File: config.mk
export PLATFORM = sky130hd
export DESIGN_NAME = dual_button_hold_timeout
export DESIGN_NICKNAME = d
export VERILOG_FILES = /design/src/rtl/core/dbht_pkg.sv /design/src/rtl/core/dual_button_hold_timeout.sv
export VERILOG_INCLUDE_DIRS = /design/src /design/src/rtl/core
export SDC_FILE = /design/constraint.sdc
export NUM_CORES = 1
export LEC_CHECK = 0
export ABC_AREA = 0
export BUFFER_PORTS_ARGS = -buffer_cell sky130_fd_sc_hd__buf_2
export CAP_MARGIN = 20
export CORE_MARGIN = 2
export CORE_UTILIZATION = 50
export CTS_BUF_LIST = sky130_fd_sc_hd__clkbuf_8
export DETAILED_ROUTE_END_ITERATION = 8
export PLACE_DENSITY = 0.76
export SYNTH_ARGS = -nofsm -noshare
export SYNTH_HDL_FRONTEND = slang
export SYNTH_SLANG_ARGS = --single-unit
File: constraint.sdc
create_clock -name clk -period 7.8 [get_ports clk]
set_input_delay 0.39 -clock clk [delete_from_list [all_inputs] [get_ports clk]]
set_output_delay 0.39 -clock clk [all_outputs]
set_load 0.005 [all_outputs]
File: src/rtl/core/assert_macros.svh
// ----------------------------------------------------------------------------
// assert_macros.svh
// Shared concurrent assertion macros, sampled on clk, disabled in reset.
// ----------------------------------------------------------------------------
`ifndef ASSERT_MACROS_SVH
`define ASSERT_MACROS_SVH

// Implication or plain property, checked at every rising clk edge.
`define ASSERT_CLK(label, prop, msg) \
    label: assert property (@(posedge clk) disable iff (!rst_n) prop) else $error(msg);

// Antecedent true implies consequent in the next cycle.
`define ASSERT_NEXT(label, ante, cons, msg) \
    label: assert property (@(posedge clk) disable iff (!rst_n) (ante) |=> (cons)) \
        else $error(msg);

`endif

File: src/rtl/core/dbht_pkg.sv
// ----------------------------------------------------------------------------
// dbht_pkg
// Types and constants for the dual button hold timeout block.
// ----------------------------------------------------------------------------
package dbht_pkg;

    localparam int TIME_BITS_DEF = 32;
    localparam int NOW_W         = 32;
    localparam int HOLD_W        = 19;
    localparam int CFG_IDX_W     = 3;
    localparam int NUM_CHAN      = 2;

    // Configuration register indexes
    localparam logic [CFG_IDX_W-1:0] CFG_CH1_ENABLE     = 3'd0;
    localparam logic [CFG_IDX_W-1:0] CFG_CH1_DETECT_LOW = 3'd1;
    localparam logic [CFG_IDX_W-1:0] CFG_CH1_HOLD_MS    = 3'd2;
    localparam logic [CFG_IDX_W-1:0] CFG_CH2_ENABLE     = 3'd3;
    localparam logic [CFG_IDX_W-1:0] CFG_CH2_DETECT_LOW = 3'd4;
    localparam logic [CFG_IDX_W-1:0] CFG_CH2_HOLD_MS    = 3'd5;

    // Last reported state of a channel or of the combined OR
    typedef enum logic [1:0] {
        REP_OFF     = 2'd0,
        REP_ON      = 2'd1,
        REP_UNKNOWN = 2'd2
    } rep_t;

    // One result word
    typedef struct packed {
        logic chan1_changed;
        logic chan1_on;
        logic chan2_changed;
        logic chan2_on;
        logic any_changed;
        logic any_on;
    } result_t;

endpackage

File: src/rtl/core/dual_button_hold_timeout.sv
// ----------------------------------------------------------------------------
// dual_button_hold_timeout
// Two-channel retriggerable hold timer for push buttons, change reporting.
// ----------------------------------------------------------------------------
// Usage:
//  - Input channel (in_valid / in_stall): one poll word per accept, carrying
//    pin1_level, pin2_level and the free-running millisecond time now_ms.
//  - Output channel (out_valid / out_stall): one result word per poll whose
//    channel state or combined OR state differs from the last report; polls
//    with no change produce nothing.
//  - Config channel (cfg_valid / cfg_ready): cfg_index selects enable,
//    detect polarity and hold time of each channel; cfg_ready is always high.
//    Write only while the block is idle.
//  - Each result word is registered, in the skid register when stalled.
//  - Throughput: one poll per cycle unless stalled; all per-poll work (time
//    subtract, hold compare, state update) is one combinational pass.
//  - Stall: a two-entry output (result register plus skid register) lets the
//    block take a poll while a result waits; in_stall rises only when the
//    skid register is occupied.
//  - Reset: configuration clears to zero (both channels disabled), detection
//    times clear to zero, reported states become unknown so the first poll
//    always reports.
// ----------------------------------------------------------------------------
`include "assert_macros.svh"

module dual_button_hold_timeout
    import dbht_pkg::*;
#(
    parameter int TIME_BITS = TIME_BITS_DEF
)(
    input  logic                 clk,
    input  logic                 rst_n,
    // config write
    input  logic                 cfg_valid,
    output logic                 cfg_ready,
    input  logic [CFG_IDX_W-1:0] cfg_index,
    input  logic [HOLD_W-1:0]    cfg_data,
    // poll words
    input  logic                 in_valid,
    output logic                 in_stall,
    input  logic                 pin1_level,
    input  logic                 pin2_level,
    input  logic [NOW_W-1:0]     now_ms,
    // result words
    output logic                 out_valid,
    input  logic                 out_stall,
    output logic                 chan1_changed,
    output logic                 chan1_on,
    output logic                 chan2_changed,
    output logic                 chan2_on,
    output logic                 any_changed,
    output logic                 any_on
);

    // Compare width covers both elapsed time and hold time
    localparam int CMP_W = (TIME_BITS > HOLD_W) ? TIME_BITS : HOLD_W;

    // ------------------------------------------------------------------
    // Configuration registers
    // ------------------------------------------------------------------
    logic [NUM_CHAN-1:0] en_reg;
    logic [NUM_CHAN-1:0] low_reg;
    logic [HOLD_W-1:0]   hold_reg [NUM_CHAN];

    assign cfg_ready = 1'b1;

    always_ff @(posedge clk or negedge rst_n)
    begin
        if (!rst_n)
        begin
            en_reg      <= '0;
            low_reg     <= '0;
            hold_reg[0] <= '0;
            hold_reg[1] <= '0;
        end
        else if (cfg_valid && cfg_ready)
        begin
            unique case (cfg_index)
                CFG_CH1_ENABLE:     en_reg[0]   <= cfg_data[0];
                CFG_CH1_DETECT_LOW: low_reg[0]  <= cfg_data[0];
                CFG_CH1_HOLD_MS:    hold_reg[0] <= cfg_data;
                CFG_CH2_ENABLE:     en_reg[1]   <= cfg_data[0];
                CFG_CH2_DETECT_LOW: low_reg[1]  <= cfg_data[0];
                CFG_CH2_HOLD_MS:    hold_reg[1] <= cfg_data;
                default:            ;   // unmapped index, write dropped
            endcase
        end
    end

    // ------------------------------------------------------------------
    // Channel state and per-poll evaluation
    // ------------------------------------------------------------------
    logic [TIME_BITS-1:0] last_reg  [NUM_CHAN];
    logic [TIME_BITS-1:0] last_next [NUM_CHAN];
    rep_t                 rep_reg   [NUM_CHAN];
    rep_t                 rep_next  [NUM_CHAN];
    rep_t                 comb_reg;
    rep_t                 comb_next;

    logic [TIME_BITS-1:0] now_t;
    logic [NUM_CHAN-1:0]  pin;
    logic [NUM_CHAN-1:0]  chg;
    logic [NUM_CHAN-1:0]  on;
    logic                 any_state;
    logic                 any_chg;
    logic                 accept;
    result_t              res;
    logic                 res_any;

    assign now_t  = TIME_BITS'(now_ms);   // modulo 2^TIME_BITS
    assign pin    = {pin2_level, pin1_level};
    assign accept = in_valid && !in_stall;

    always_comb
    begin
        logic                 det;
        logic [TIME_BITS-1:0] since;
        logic                 val;
        for (int i = 0; i < NUM_CHAN; i++)
        begin
            det          = (pin[i] == !low_reg[i]);
            since        = '0;
            val          = 1'b0;
            last_next[i] = last_reg[i];
            rep_next[i]  = rep_reg[i];
            chg[i]       = 1'b0;
            if (en_reg[i])
            begin
                if (det)
                begin
                    last_next[i] = now_t;
                end
                // wrap-safe elapsed time since last detection
                since = now_t - last_next[i];
                val   = det || (CMP_W'(since) < CMP_W'(hold_reg[i]));
                if (rep_reg[i] != (val ? REP_ON : REP_OFF))
                begin
                    chg[i]      = 1'b1;
                    rep_next[i] = val ? REP_ON : REP_OFF;
                end
            end
            on[i] = en_reg[i] && (rep_next[i] == REP_ON);
        end
        any_state = |on;
        any_chg   = (comb_reg != (any_state ? REP_ON : REP_OFF));
        comb_next = any_state ? REP_ON : REP_OFF;

        res.chan1_changed = chg[0];
        res.chan1_on      = on[0];
        res.chan2_changed = chg[1];
        res.chan2_on      = on[1];
        res.any_changed   = any_chg;
        res.any_on        = any_state;
        res_any           = chg[0] || chg[1] || any_chg;
    end

    always_ff @(posedge clk or negedge rst_n)
    begin
        if (!rst_n)
        begin
            last_reg[0] <= '0;
            last_reg[1] <= '0;
            rep_reg[0]  <= REP_UNKNOWN;
            rep_reg[1]  <= REP_UNKNOWN;
            comb_reg    <= REP_UNKNOWN;
        end
        else if (accept)
        begin
            last_reg[0] <= last_next[0];
            last_reg[1] <= last_next[1];
            rep_reg[0]  <= rep_next[0];
            rep_reg[1]  <= rep_next[1];
            comb_reg    <= comb_next;
        end
    end

    // ------------------------------------------------------------------
    // Output register with skid stage
    // ------------------------------------------------------------------
    logic    out_valid_reg;
    logic    out_valid_next;
    result_t out_reg;
    result_t out_next;
    logic    skid_valid_reg;
    logic    skid_valid_next;
    result_t skid_reg;
    result_t skid_next;
    logic    out_free;

    assign out_free = !out_valid_reg || !out_stall;

    always_comb
    begin
        out_valid_next  = out_valid_reg;
        out_next        = out_reg;
        skid_valid_next = skid_valid_reg;
        skid_next       = skid_reg;
        if (out_free)
        begin
            if (skid_valid_reg)
            begin
                // skid drains first; input is stalled meanwhile
                out_valid_next  = 1'b1;
                out_next        = skid_reg;
                skid_valid_next = 1'b0;
            end
            else
            begin
                out_valid_next = accept && res_any;
                out_next       = res;
            end
        end
        else if (accept && res_any)
        begin
            skid_valid_next = 1'b1;
            skid_next       = res;
        end
    end

    always_ff @(posedge clk or negedge rst_n)
    begin
        if (!rst_n)
        begin
            out_valid_reg  <= 1'b0;
            skid_valid_reg <= 1'b0;
        end
        else
        begin
            out_valid_reg  <= out_valid_next;
            skid_valid_reg <= skid_valid_next;
        end
    end

    always_ff @(posedge clk)
    begin
        out_reg  <= out_next;
        skid_reg <= skid_next;
    end

    assign in_stall      = skid_valid_reg;
    assign out_valid     = out_valid_reg;
    assign chan1_changed = out_reg.chan1_changed;
    assign chan1_on      = out_reg.chan1_on;
    assign chan2_changed = out_reg.chan2_changed;
    assign chan2_on      = out_reg.chan2_on;
    assign any_changed   = out_reg.any_changed;
    assign any_on        = out_reg.any_on;

    // ------------------------------------------------------------------
    // Assertions
    // ------------------------------------------------------------------
    `ASSERT_CLK(a_skid_behind_out, skid_valid_reg |-> out_valid_reg,
        "skid holds a word while output register is empty")
    `ASSERT_NEXT(a_change_reported, accept && res_any, out_valid_reg,
        "changed poll did not produce a result word")
    `ASSERT_CLK(a_any_is_or, out_valid_reg |-> (out_reg.any_on ==
        (out_reg.chan1_on || out_reg.chan2_on)), "combined state is not OR of channels")

endmodule

* Word-level counts from Yosys, hierarchy flattened *
Cells that the tools add are included.

operators by class
  add/subtract/negate cells = 2
  magnitude comparators = 2
  equal/unequal tests = 12
  multiplexer cells = 19
  bitwise gates (word level) = 1
  reduce and logical (&&, ||, !) cells = 26

operators with widths
  operator                                        count
  2-to-1 mux 32 bit                               4
  < comparator 32 x 19 -> 1 bit                   2
  subtractor 32 bit                               2
  AND reduction 2 bit                             9
  2-to-1 mux 1 bit                                10
  2-to-1 mux 2 bit                                4
  == test 3 x 2 -> 1 bit (second input constant)  2
  == test 3 bit (second input constant)           2
  2-to-1 mux 6 bit                                1
  inequality test 2 bit                           3
  logical NOT 1 bit                               5
  logical OR 1 bit                                5
  == test 2 x 1 -> 1 bit (second input constant)  2
  logical AND 1 bit                               4
  == test 3 x 1 -> 1 bit (second input constant)  1
  logical NOT 3 bit                               1
  == test 1 bit                                   2
  nonzero test 2 bit                              1
  OR reduction 2 bit                              1
  NOT 1 bit                                       1

storage, ports and cells
  bits in registers = 126
  input bits = 61
  output and inout port bits = 9
  logic and storage cells = 87

* Logic depth before layout (Yosys ltp) *
Gate-level depths: netlist of the first run.

  depth in word-level cells = 20
  gate-level depth with buffers = 30
  mapped depth without buffers = 27

* Worst setup path before layout of the first run *
Ideal clock, no wire load.

  kind = reg-to-reg
  start point = register low_reg[0]
  end point = register skid_reg[0] in the netlist's numbering (enable)
  setup time = 0.366 ns
  arrival = 6.262 ns
  required time = 7.434 ns
  setup slack = 1.172 ns
  cell stages (with the launch flop) = 27
  path buffers = 3
  period minus slack after synthesis = 6.628 ns
  cells stage by stage = dfrtp_1 -> xnor2_1 -> clkbuf_1 -> clkbuf_1 -> buf_1 -> o21ai_0 -> ha_1 -> inv_1 -> ha_1 -> o311ai_0 -> a311o_1 -> a21boi_1 -> a21oi_1 -> o21bai_1 -> xor2_1 -> ha_1 -> o21a_1 -> a211o_1 -> a311o_1 -> a31oi_1 -> o2111ai_1 -> nor4b_1 -> nand4_1 -> o21ai_1 -> a21boi_4 -> mux2_4 -> a311oi_2

between the ends
  longest elaborated chain between the ends = 19
  elaborated cells on any way between the ends = 22
  those cells by class = add/sub (1); order compare (1); eq/ne (4); mux (8); reduce/logical (8)

RTL lines
  item                               line                                                              text
  start: declaration                 dual_button_hold_timeout.sv:62                                    logic [NUM_CHAN-1:0] low_reg;
  start signal: assignment           dual_button_hold_timeout.sv:80                                    CFG_CH1_DETECT_LOW: low_reg[0] <= cfg_data[0];
  logical NOT 1 bit (*)              dual_button_hold_timeout.sv:121                                   det = (pin[i] == !low_reg[i]);
  == test 1 bit (*)                  dual_button_hold_timeout.sv:121
  2-to-1 mux 32 bit                  dual_button_hold_timeout.sv:129                                   if (det)
  2-to-1 mux 32 bit                  dual_button_hold_timeout.sv:127                                   if (en_reg[i])
  subtractor 32 bit                  dual_button_hold_timeout.sv:134                                   since = now_t - last_next[i];
  < comparator 32 x 19 -> 1 bit      dual_button_hold_timeout.sv:135                                   val = det || (CMP_W'(since) < CMP_W'(hold_reg[i]));
  logical OR 1 bit (*)               dual_button_hold_timeout.sv:135
  2-to-1 mux 1 bit (*)               dual_button_hold_timeout.sv:136, dual_button_hold_timeout.sv:139
  [3 not listed]                     -
  == test 2 x 1 -> 1 bit             dual_button_hold_timeout.sv:142                                   on[i] = en_reg[i] && (rep_next[i] == REP_ON);
  logical AND 1 bit                  dual_button_hold_timeout.sv:142
  OR reduction 2 bit                 dual_button_hold_timeout.sv:144                                   any_state = |on;
  2-to-1 mux 1 bit                   dual_button_hold_timeout.sv:145                                   any_chg = (comb_reg != (any_state ? REP_ON : REP_OFF));
  inequality test 2 bit              dual_button_hold_timeout.sv:145
  logical OR 1 bit (*)               dual_button_hold_timeout.sv:154                                   res_any = chg[0] || chg[1] || any_chg;
  logical AND 1 bit (*)              dual_button_hold_timeout.sv:213                                   else if (accept && res_any)
  AND reduction 2 bit (no line) (*)  -
  end signal: assignment             dual_button_hold_timeout.sv:237                                   skid_reg <= skid_next;
  end: declaration                   dual_button_hold_timeout.sv:186                                   result_t skid_reg;

Every way passes the cells marked *; elsewhere a longest branch is shown, timed or not. The select of a mux whose other input is x is not followed.
A chain may end at the register's enable or synchronous reset.

* Worst setup path in the final report of the first run *
  start point = register low_reg[0]
  end point = register skid_reg[4] in the netlist's numbering (enable)

Same word-level chain as after synthesis.

==> results.sh, run 1 <==
export IMPL_antenna_cells=0
export IMPL_maxCapViolCount=0
export IMPL_dp_hpwl_um=21300
export IMPL_crit_buf_inv=1
export IMPL_syn_mean_instance_area_um2=9.16
export IMPL_cts_max_path_buffers=2
export IMPL_clock_power_share_pct=14.6
export IMPL_arrival_ns=6.84
export IMPL_worst_pin_slew_ns=1.00
export IMPL_grt_overflow_total=0
export IMPL_swShare_pct=44.1
export IMPL_drc_errors=0
export IMPL_hold_class="input port to flop"
export IMPL_holdPathEnd="hold_reg[20]"
export IMPL_antenna_found_initial=0
export IMPL_p_comb_share_pct=61.8
export IMPL_io_buffers=68
export IMPL_syn_inst=1135
export IMPL_worstPathMaxFanout=35
export IMPL_dieWidth_um=148
export IMPL_reg2regPathDepth=25
export IMPL_grt_pass1_vias=8829
export IMPL_path_delay_family="compound AO/OA/AOI/OAI gates"
export IMPL_powerDensity_nw_per_um2=385
export IMPL_cts_root_buf="clkbuf_8"
export IMPL_async_flop_share_pct=90.5
export IMPL_layout_common_cells="dfrtp_1, nand2_1, a21oi_1, ha_1, mux2_2"
export IMPL_area_delta_synth_final_pct=10.6
export IMPL_internal_power_mw=2.48
export IMPL_yosysUniqueCellTypes=87
export IMPL_vias=9085
export IMPL_drive_gt1_share_pct=18.8
export IMPL_core_area_um2=20300
export IMPL_clock_fmax_mhz=148
export IMPL_synth_top_family_by_area="compound AO/OA/AOI/OAI gates"
export IMPL_synth_top_flop_cell="dfrtp_1"
export IMPL_r2r_end="skid_reg[4]"
export IMPL_min_period_over_period_pct=86.5
export IMPL_skew_ns=0.0103
export IMPL_reg2reg_from="low_reg[0]"
export IMPL_initial_utilization_pct=51.2
export IMPL_place_area_um2=11000
export IMPL_largest_register_ffs=64
export IMPL_power_frac_seq_pct=23.6
export IMPL_synth_simple_gate_area_share_pct=13.5
export IMPL_cp_required_ns=7.89
export IMPL_grt_max_degree=78
export IMPL_clk_pin_slew_ns=0.07
export IMPL_grt_pass1_wl_um=45100
export IMPL_worstSetupStartpointType="flop"
export IMPL_wire_per_inst_um=18.5
export IMPL_leakagePower_nw=5.20
export IMPL_synth_compound_area_share_pct=20.0
export IMPL_min_period_ns=6.75
export IMPL_ant_nets=0
export IMPL_synthAdderAreaFrac_pct=11.6
export IMPL_cts_resized_gates=0
export IMPL_clkLatencyLatePin_ns=0.45
export IMPL_cp_end_kind="flop"
export IMPL_min_from="cfg_data[1]"
export IMPL_ys_seq_area_share_pct=31.0
export IMPL_io_pins=70
export IMPL_die_height_um=148
export IMPL_layout_commonest_cell="dfrtp_1"
export IMPL_vias_per_cell=6.17
export IMPL_fill_cells=1797
export IMPL_syn_area_um2=10400
export IMPL_crit_type="flop to flop"
export IMPL_irDropWorstVdd_uv=172
export IMPL_wl_um=27300
export IMPL_final_area_um2=11500
export IMPL_synth_fp_nets=1290
export IMPL_dieArea_um2=22000
export IMPL_cts_tree="built"
export IMPL_setup_viol=0
export IMPL_finalHoldViolCount=0
export IMPL_drt_iter0_markers=716
export IMPL_p_switching_mw=1.95
export IMPL_drv_slew=0
export IMPL_cts_sinks=126
export IMPL_fp_row_count=52
export IMPL_setup_tns_ns=0
export IMPL_hold_depth=3
export IMPL_first_pass_iters=5
export IMPL_slew_headroom_pct=33.1
export IMPL_gp_congestion=1.01
export IMPL_synthXorXnorAreaFrac_pct=4.54
export IMPL_timing_hold_ws_ns=0.154
export IMPL_r2r_slack_ns=1.05
export IMPL_grt_setup_unrepaired="false"
export IMPL_status="complete, no violations"
export IMPL_muxShareOfSynthArea_pct=15.6
export IMPL_cpPeakStageDelay_ns=0.52
export IMPL_synth_seq_cells=126
export IMPL_synth_enable_flop_cells=12
export IMPL_htreeDepth=4
export IMPL_yosysWarnings=0
export IMPL_grt_use_total_pct=25.7
export IMPL_cts_made_buffers=17
export IMPL_fin_nets=1347
export IMPL_cp_slowest_cell="a311oi_2"
[stage by stage]
stage	worst slack [ns]	total power, mW	cells	utilization [%]
after floorplan	1.17	3.07	1135	-
after global placement	1.09	3.67	1441	54.3
after detailed placement	1.02	3.73	1441	54.3
after CTS	1.02	4.40	1472	56.5
after global routing	0.534	4.81	1473	56.6
final	1.05	4.43	1473	56.6
[cells in the mapped netlist, drive strengths merged (5+ instances only)]
master | count | area, um^2
buf | 7 | 32.5
nor2 | 44 | 165
nand2b | 13 | 81.3
a211oi | 12 | 95.1
ha | 94 | 1180
and3 | 8 | 50.1
dfrtp | 111 | 2780
edfxtp | 12 | 360
mux2 | 91 | 1030
o21a | 15 | 113
a31oi | 6 | 37.5
a21oi | 94 | 470
o31ai | 5 | 37.5
nor3 | 23 | 115
mux2i | 59 | 591
nand2 | 108 | 405
inv | 61 | 229
nand3 | 15 | 75.1
xor2 | 24 | 210
o211ai | 11 | 82.6
nand4 | 22 | 138
and2 | 13 | 81.3
o21ai | 86 | 438
xnor2 | 29 | 262
o221ai | 5 | 43.8
nor2b | 9 | 56.3
clkbuf | 33 | 124
a21o | 25 | 188
or3 | 6 | 37.5
o21bai | 8 | 60.1
[worst register-to-register path: stages (launching register included)]
cell	delay (ns)
dfrtp_1	0.43
xnor2_2	0.27
buf_4	0.50
mux2i_1	0.26
ha_1	0.32
a21oi_1	0.24
nor2b_1	0.07
nor4b_1	0.39
a21oi_1	0.17
nand2_1	0.11
nand2_1	0.06
a21oi_1	0.17
xnor2_1	0.15
ha_1	0.27
nand2_1	0.06
o211ai_1	0.10
a211o_1	0.28
a311o_1	0.27
a31oi_1	0.27
o2111ai_1	0.15
nor4b_1	0.28
nand4_1	0.20
o21ai_1	0.37
a21boi_4	0.12
mux2_4	0.34
a311oi_2	0.52
[power by group through the flow]
| stage | logic, mW | registers (mW) | clock network (mW) |
|---|---|---|---|
| 2_1_floorplan | 2.05 | 1.02 | 0 |
| 3_3_place_gp | 2.62 | 1.05 | 0 |
| 3_5_place_dp | 2.67 | 1.06 | 0 |
| 4_1_cts | 2.69 | 1.05 | 0.658 |
| 5_1_grt | 3.04 | 1.08 | 0.688 |
| 6_report | 2.74 | 1.05 | 0.647 |
[repair_timing]
| item | CTS | global route |
|---|---|---|
| endpoints found under the hold margin | 34 | 0 |
| hold buffers | 1 | 0 |
| buffers inserted | 0 | 0 |
[worst max path at each step]
stage,startpoint,end,slack (ns),cells past startpoint
3_5_place_dp,pin1_level,skid_reg[4],1.02,26
4_1_cts,low_reg[0],skid_reg[0],1.02,25
5_1_grt,low_reg[0],skid_reg[4],0.53,25
6_report,low_reg[0],skid_reg[4],1.05,25
3_3_place_gp,pin1_level,skid_reg[4],1.09,26
2_1_floorplan,low_reg[0],skid_reg[0],1.17,26
[layout make-up]
| type | instances | area [um^2] | area share (%) |
|---|---|---|---|
| Sequential cell | 126 | 3220 | 28.0 |
| Timing Repair Buffer | 78 | 440 | 3.83 |
| Multi-Input combinational cell | 907 | 6830 | 59.4 |
| Clock inverter | 11 | 175 | 1.52 |
| Tap cell | 270 | 338 | 2.94 |
| Inverter | 62 | 234 | 2.04 |
| Clock buffer | 19 | 262 | 2.27 |
[cell families after synthesis]
| logic type | Yosys count |
|---|---|
| fa+ha+maj | 97 |
| compound gates | 322 |
| flops | 126 |
| xor+xnor | 53 |
| buf+inv | 102 |
| simple gates | 284 |
| other cells | 1 |
| mux | 150 |
[per-layer routing]
layer  global-route usage [%]  wire, um  up-vias
met5                        0         0        -
met2                     42.2     12700      335
met4                     9.29       956        0
met1                     34.2     11900     4372
met3                     4.54      1730       71
li1                         -         -     4307
Note: power is estimated with default switching activity, not from simulation.
==> run 2, diff against run 1 <==
--- a/config.mk
+++ b/config.mk
@@ -9,11 +9,13 @@
 export ABC_AREA = 0
 export BUFFER_PORTS_ARGS = -buffer_cell sky130_fd_sc_hd__buf_2
 export CAP_MARGIN = 20
+export CELL_PAD_IN_SITES_DETAIL_PLACEMENT = 0
+export CELL_PAD_IN_SITES_GLOBAL_PLACEMENT = 1
 export CORE_MARGIN = 2
-export CORE_UTILIZATION = 50
+export CORE_UTILIZATION = 49
 export CTS_BUF_LIST = sky130_fd_sc_hd__clkbuf_8
 export DETAILED_ROUTE_END_ITERATION = 8
-export PLACE_DENSITY = 0.76
+export PLACE_DENSITY = 0.91
 export SYNTH_ARGS = -nofsm -noshare
 export SYNTH_HDL_FRONTEND = slang
 export SYNTH_SLANG_ARGS = --single-unit
==> constraint.sdc (replaced) <==
create_clock -name clk -period 7.4 [get_ports clk]
set_input_delay 0.37 -clock clk [delete_from_list [all_inputs] [get_ports clk]]
set_output_delay 0.37 -clock clk [all_outputs]
set_load 0.005 [all_outputs]
==> run 2 against run 1 <==
First-iteration DRC count down 13%; clock-buffer cell count unchanged; sequential cell count unchanged; clock power up 7.7%; maximum frequency down 0.63%; routed wire length up 1.2%; worst setup slack got worse by 0.44 ns; critical path type unchanged; sequential share of layout area shrank 0.079 points; critical path depth down 2.
==> results.sh, run 2 (synthesized netlist as in run 1, its figures left out) <==
export IMPL_r2r_slack_ns=0.61
export IMPL_dp_hpwl_um=21600
export IMPL_antenna_cells=0
export IMPL_status="complete, no violations"
export IMPL_min_from="cfg_data[3]"
export IMPL_min_period_over_period_pct=91.8
export IMPL_reg2reg_from="low_reg[0]"
export IMPL_antenna_found_initial=0
export IMPL_dieWidth_um=150
export IMPL_grt_max_degree=65
export IMPL_cp_end_kind="flop"
export IMPL_powerDensity_nw_per_um2=407
export IMPL_cp_slowest_cell="xnor2_2"
export IMPL_worstPathMaxFanout=12
export IMPL_vias_per_cell=5.97
export IMPL_ant_nets=0
export IMPL_grt_use_total_pct=25.8
export IMPL_power_frac_seq_pct=23.5
export IMPL_slew_headroom_pct=33.3
export IMPL_die_height_um=150
export IMPL_finalHoldViolCount=0
export IMPL_cts_root_buf="clkbuf_8"
export IMPL_io_buffers=68
export IMPL_cts_tree="built"
export IMPL_fin_nets=1348
export IMPL_grt_setup_unrepaired="false"
export IMPL_drc_errors=0
export IMPL_grt_overflow_total=0
export IMPL_gp_congestion=0.908
export IMPL_path_delay_family="compound AO/OA/AOI/OAI gates"
export IMPL_p_comb_share_pct=61.6
export IMPL_r2r_end="skid_reg[0]"
export IMPL_min_period_ns=6.79
export IMPL_layout_cells_non_filler=1481
export IMPL_worst_pin_slew_ns=0.998
export IMPL_worstSetupStartpointType="flop"
export IMPL_cts_resized_gates=0
export IMPL_crit_type="flop to flop"
export IMPL_clock_power_share_pct=14.8
export IMPL_setup_viol=0
export IMPL_internal_power_mw=2.59
export IMPL_skew_ns=0.0126
export IMPL_crit_buf_inv=1
export IMPL_arrival_ns=6.89
export IMPL_dp_cells=1447
export IMPL_wire_per_inst_um=18.7
export IMPL_path_cells="xnor2_2 > o21ai_0 > ha_1 > inv_1 > ha_1 > o311ai_0 > a311o_1 > a21boi_1 > a21oi_1 > o21bai_1 > xor2_1 > ha_1 > o21a_1 > a211o_1 > a311o_1 > a31oi_1 > o2111ai_1 > nor4b_1 > nand4_1 > o21ai_1 > a21boi_4 > mux2_4 > a311oi_2"
export IMPL_grt_pass1_wl_um=45100
export IMPL_cts_made_buffers=17
export IMPL_cp_required_ns=7.50
export IMPL_hold_class="input port to flop"
export IMPL_area_delta_synth_final_pct=10.9
export IMPL_htreeDepth=4
export IMPL_largest_register_ffs=64
export IMPL_io_pins=70
export IMPL_initial_utilization_pct=49.8
export IMPL_hold_depth=3
export IMPL_dieArea_um2=22400
export IMPL_layout_common_cells="dfrtp_1, nand2_1, a21oi_1, ha_1, mux2_2"
export IMPL_irDropWorstVdd_uv=153
export IMPL_p_switching_mw=2.10
export IMPL_vias=8841
export IMPL_clock_fmax_mhz=147
export IMPL_drive_gt1_share_pct=19.3
export IMPL_drv_slew=0
export IMPL_post_cts_buffers=0
export IMPL_fp_row_count=53
export IMPL_grt_pass1_vias=8765
export IMPL_core_area_um2=20900
export IMPL_reg2regPathDepth=23
export IMPL_crit_top_cell="ha_1"
export IMPL_drt_iter0_markers=625
export IMPL_cpPeakStageDelay_ns=0.58
export IMPL_cts_max_path_buffers=2
export IMPL_leakagePower_nw=5.19
export IMPL_swShare_pct=44.8
export IMPL_setup_tns_ns=0
export IMPL_first_pass_iters=5
export IMPL_clkLatencyLatePin_ns=0.47
export IMPL_wl_um=27600
export IMPL_cts_sinks=126
export IMPL_holdPathEnd="hold_reg[22]"
export IMPL_maxCapViolCount=0
export IMPL_layout_commonest_cell="dfrtp_1"
export IMPL_clk_pin_slew_ns=0.08
[run 2: timing repair]
action	CTS	global route
setup endpoints to repair	0	0
endpoints found under the hold margin	50	0
hold buffers	1	0
[run 2: per-layer routing]
layer | vias to the layer above | global-route usage (%) | part of all wire [%]
li1 | 4308 | - | -
met1 | 4268 | 33.6 | 45
met2 | 220 | 44.1 | 48
met3 | 45 | 4.12 | 4.8
met4 | 0 | 7.62 | 2.3
met5 | - | 0 | 0
[run 2: layout make-up]
cell class / instances / area, um^2
clock inverter: 13 / 186
tap: 275 / 344
fill: 1944 / 9360
timing repair buffer: 79 / 455
multi-input combinational: 907 / 6830
inverter: 62 / 234
sequential: 126 / 3220
clock buffer: 19 / 262
[run 2: how the worst max path moves through the flow]
stage                     from  cells after the start           to
floorplan           low_reg[0]                     26  skid_reg[0]
global placement    pin1_level                     24  skid_reg[2]
detailed placement  pin1_level                     24  skid_reg[1]
CTS                 low_reg[0]                     23  skid_reg[0]
global route        low_reg[0]                     23  skid_reg[0]
finish              low_reg[0]                     23  skid_reg[0]
[run 2: power by group through the flow]
stage               Sequential [mW]  Clock, mW  Combinational [mW]
floorplan                      1.08          0                2.16
global placement               1.10          0                2.78
detailed placement             1.12          0                2.84
CTS                            1.10      0.707                2.86
global route                   1.14      0.739                3.22
finish                         1.11      0.697                2.89
[run 2: metrics by stage]
step                utilization, %  worst slack (ns)  area [um^2]  power [mW]  hold slack, ns
floorplan                        -             0.772        10400        3.24          0.0744
global placement              52.8             0.811        11000        3.89           0.449
detailed placement            52.9             0.608        11000        3.96           0.453
CTS                           55.1             0.611        11500        4.68           0.120
global route                  55.2             0.147        11500        5.09           0.126
finish                        55.2             0.609        11500        4.69           0.125
[run 2: worst register-to-register path: stages (launching register included)]
cell	delay, ns
dfrtp_1	0.43
xnor2_2	0.58
o21ai_0	0.19
ha_1	0.27
inv_1	0.08
ha_1	0.28
o311ai_0	0.17
a311o_1	0.44
a21boi_1	0.30
a21oi_1	0.15
o21bai_1	0.18
xor2_1	0.17
ha_1	0.26
o21a_1	0.21
a211o_1	0.29
a311o_1	0.26
a31oi_1	0.24
o2111ai_1	0.16
nor4b_1	0.28
nand4_1	0.19
o21ai_1	0.33
a21boi_4	0.12
mux2_4	0.34
a311oi_2	0.52
==> run 3, diff against run 2 <==
--- a/config.mk
+++ b/config.mk
@@ -12,10 +12,11 @@
 export CELL_PAD_IN_SITES_DETAIL_PLACEMENT = 0
 export CELL_PAD_IN_SITES_GLOBAL_PLACEMENT = 1
 export CORE_MARGIN = 2
-export CORE_UTILIZATION = 49
+export CORE_UTILIZATION = 38
 export CTS_BUF_LIST = sky130_fd_sc_hd__clkbuf_8
 export DETAILED_ROUTE_END_ITERATION = 8
-export PLACE_DENSITY = 0.91
+export GPL_ROUTABILITY_DRIVEN = 0
+export PLACE_DENSITY = 0.75
 export SYNTH_ARGS = -nofsm -noshare
 export SYNTH_HDL_FRONTEND = slang
 export SYNTH_SLANG_ARGS = --single-unit
==> run 3 against run 2 <==
The run now ends with hold timing left; non-clock buffer count up 1; global-route usage down 4.8 points; maximum frequency grew 1.1%; register-to-register slack improved by 0.07 ns; combinational power is 1% higher; cell count is 4.5% higher; worst hold slack lost 0.14 ns; sequential power is essentially flat; critical path depth unchanged; clock-buffer cell count is 2 lower; routed wire length rose by 6.2%.
==> results.sh, run 3 (synthesized netlist as in run 1, its figures left out) <==
export IMPL_r2r_slack_ns=0.68
export IMPL_layout_common_cells="dfrtp_1, nand2_1, a21oi_1, ha_1, mux2_2"
export IMPL_status="finished, violations left"
export IMPL_io_pins=70
export IMPL_grt_pass1_wl_um=47300
export IMPL_hold_buffers=0
export IMPL_fin_ws_ns=0.682
export IMPL_hold_class="input port to asynchronous set/reset pin"
export IMPL_grt_use_total_pct=20.9
export IMPL_drv_slew=0
export IMPL_fin_nets=1349
export IMPL_die_height_um=169
export IMPL_dieWidth_um=169
export IMPL_cpPeakStageDelay_ns=0.56
export IMPL_crit_buf_inv=2
export IMPL_cts_root_buf="clkbuf_8"
export IMPL_p_switching_mw=2.14
export IMPL_slew_headroom_pct=32.2
export IMPL_dp_hpwl_um=23000
export IMPL_cts_made_buffers=17
export IMPL_layout_commonest_cell="dfrtp_1"
export IMPL_clkLatencyLatePin_ns=0.47
export IMPL_maxCapViolCount=0
export IMPL_timing_hold_ws_ns=-0.0108
export IMPL_wl_um=29400
export IMPL_cts_tree="built"
export IMPL_grt_overflow_total=0
export IMPL_cts_sinks=126
export IMPL_cts_resized_gates=0
export IMPL_path_delay_family="compound AO/OA/AOI/OAI gates"
export IMPL_io_buffers=68
export IMPL_setup_viol=0
export IMPL_dieArea_um2=28700
export IMPL_worst_pin_slew_ns=1.01
export IMPL_post_cts_buffers=0
export IMPL_cp_required_ns=7.58
export IMPL_cp_slowest_cell="a2111oi_0"
export IMPL_worstPathMaxFanout=7
export IMPL_skew_ns=0.0189
export IMPL_largest_register_ffs=64
export IMPL_irDropWorstVdd_uv=146
export IMPL_swShare_pct=45.6
export IMPL_place_ws_ns=0.737
export IMPL_clock_power_share_pct=14.2
export IMPL_ant_nets=0
export IMPL_drive_gt1_share_pct=19.4
export IMPL_cp_end_kind="flop"
export IMPL_finalHoldViolCount=7
export IMPL_worstSetupStartpointType="flop"
export IMPL_antenna_found_initial=0
export IMPL_first_pass_iters=5
export IMPL_power_frac_seq_pct=23.4
export IMPL_leakagePower_nw=5.19
export IMPL_powerDensity_nw_per_um2=406
export IMPL_drt_iter0_markers=695
export IMPL_vias_per_cell=5.75
export IMPL_wire_per_inst_um=19.0
export IMPL_arrival_ns=6.90
export IMPL_grt_pass1_vias=8765
export IMPL_clock_fmax_mhz=149
export IMPL_initial_utilization_pct=38.7
export IMPL_grt_setup_unrepaired="false"
export IMPL_htreeDepth=4
export IMPL_clk_pin_slew_ns=0.09
export IMPL_area_delta_synth_final_pct=11.4
export IMPL_internal_power_mw=2.55
export IMPL_min_period_over_period_pct=90.8
export IMPL_setup_tns_ns=0
export IMPL_violations="hold timing"
export IMPL_min_period_ns=6.72
export IMPL_grt_max_degree=62
export IMPL_p_comb_share_pct=62.3
export IMPL_cts_max_path_buffers=2
export IMPL_antenna_cells=0
export IMPL_crit_type="flop to flop"
export IMPL_drc_errors=0
export IMPL_fp_row_count=60
export IMPL_path_cells="xor2_4 > mux2i_1 > ha_1 > a21oi_1 > o21ai_0 > nor3_1 > o21ai_1 > and2_1 > xor2_1 > ha_1 > a21o_1 > a21o_1 > a2111oi_0 > buf_4 > o21ai_0 > nor4_1 > nand4_1 > nor4_4 > o21ai_2 > a21boi_4 > mux2_4 > a311oi_2 > buf_4"
export IMPL_vias=8896
export IMPL_core_area_um2=26900
run 3: cell types whose count changed in the layout (fill, tap and decap cells not counted), moves of 2 or more:
cell,previous run,this run
buf_4,9,12
clkinvlp_4,4,0
clkinv_4,1,6
clkbuf_8,19,17
inv_6,2,4
run 3: metrics by stage:
step	utilization [%]	cell area (um^2)	instances	hold slack (ns)	total power, mW
finish	43.1	11600	1548	-0.0108	4.70
global route	43.1	11600	1548	0.0522	5.11
CTS	43.0	11600	1547	0.0113	4.69
detailed placement	41.4	11100	1515	0.493	4.00
global placement	41.4	11100	1515	0.488	3.96
floorplan	-	10400	1135	0.0744	3.24
run 3: cell type report:
class	count	area, um^2
multi-input combinational	907	6830
tap	341	427
clock inverter	15	186
clock buffer	17	234
inverter	62	234
timing repair buffer	80	453
fill	2682	15300
sequential	126	3220
run 3: final timing paths:
path / cells after the start / endpoint / start
worst max-delay path: 23 / skid_reg[2] / low_reg[1]
worst min-delay path: 1 / hold_reg[13] / rst_n
worst max register to register: 23 / skid_reg[2] / low_reg[1]
worst min register to register: 1 / rep_reg[3] / rep_reg[3]
max in group asynchronous: 2 / in_stall / rst_n
min in group clk: 3 / hold_reg[26] / cfg_data[7]
run 3: power by group through the flow:
stage                     clock, mW  sequential, mW  combinational [mW]
after global routing          0.711            1.14                3.26
after CTS                     0.680            1.10                2.91
final                         0.669            1.10                2.93
after detailed placement          0            1.12                2.89
after floorplan                   0            1.08                2.16
after global placement            0            1.11                2.85
run 3: per-layer routing:
| layer | track usage, % | share of wire [%] |
|---|---|---|
| met2 | 34.5 | 46 |
| met3 | 2.66 | 4.0 |
| met4 | 7.02 | 2.6 |
| met5 | 0 | 0 |
| met1 | 28.5 | 47 |
run 3: worst register-to-register path, stage by stage, from the launching register on:
cell       delay (ns)
dfrtp_1          0.50
xor2_4           0.40
mux2i_1          0.24
ha_1             0.33
a21oi_1          0.30
o21ai_0          0.20
nor3_1           0.21
o21ai_1          0.25
and2_1           0.28
xor2_1           0.19
ha_1             0.29
a21o_1           0.19
a21o_1           0.18
a2111oi_0        0.56
buf_4            0.20
o21ai_0          0.10
nor4_1           0.24
nand4_1          0.18
nor4_4           0.53
o21ai_2          0.13
a21boi_4         0.17
mux2_4           0.34
a311oi_2         0.23
buf_4            0.19
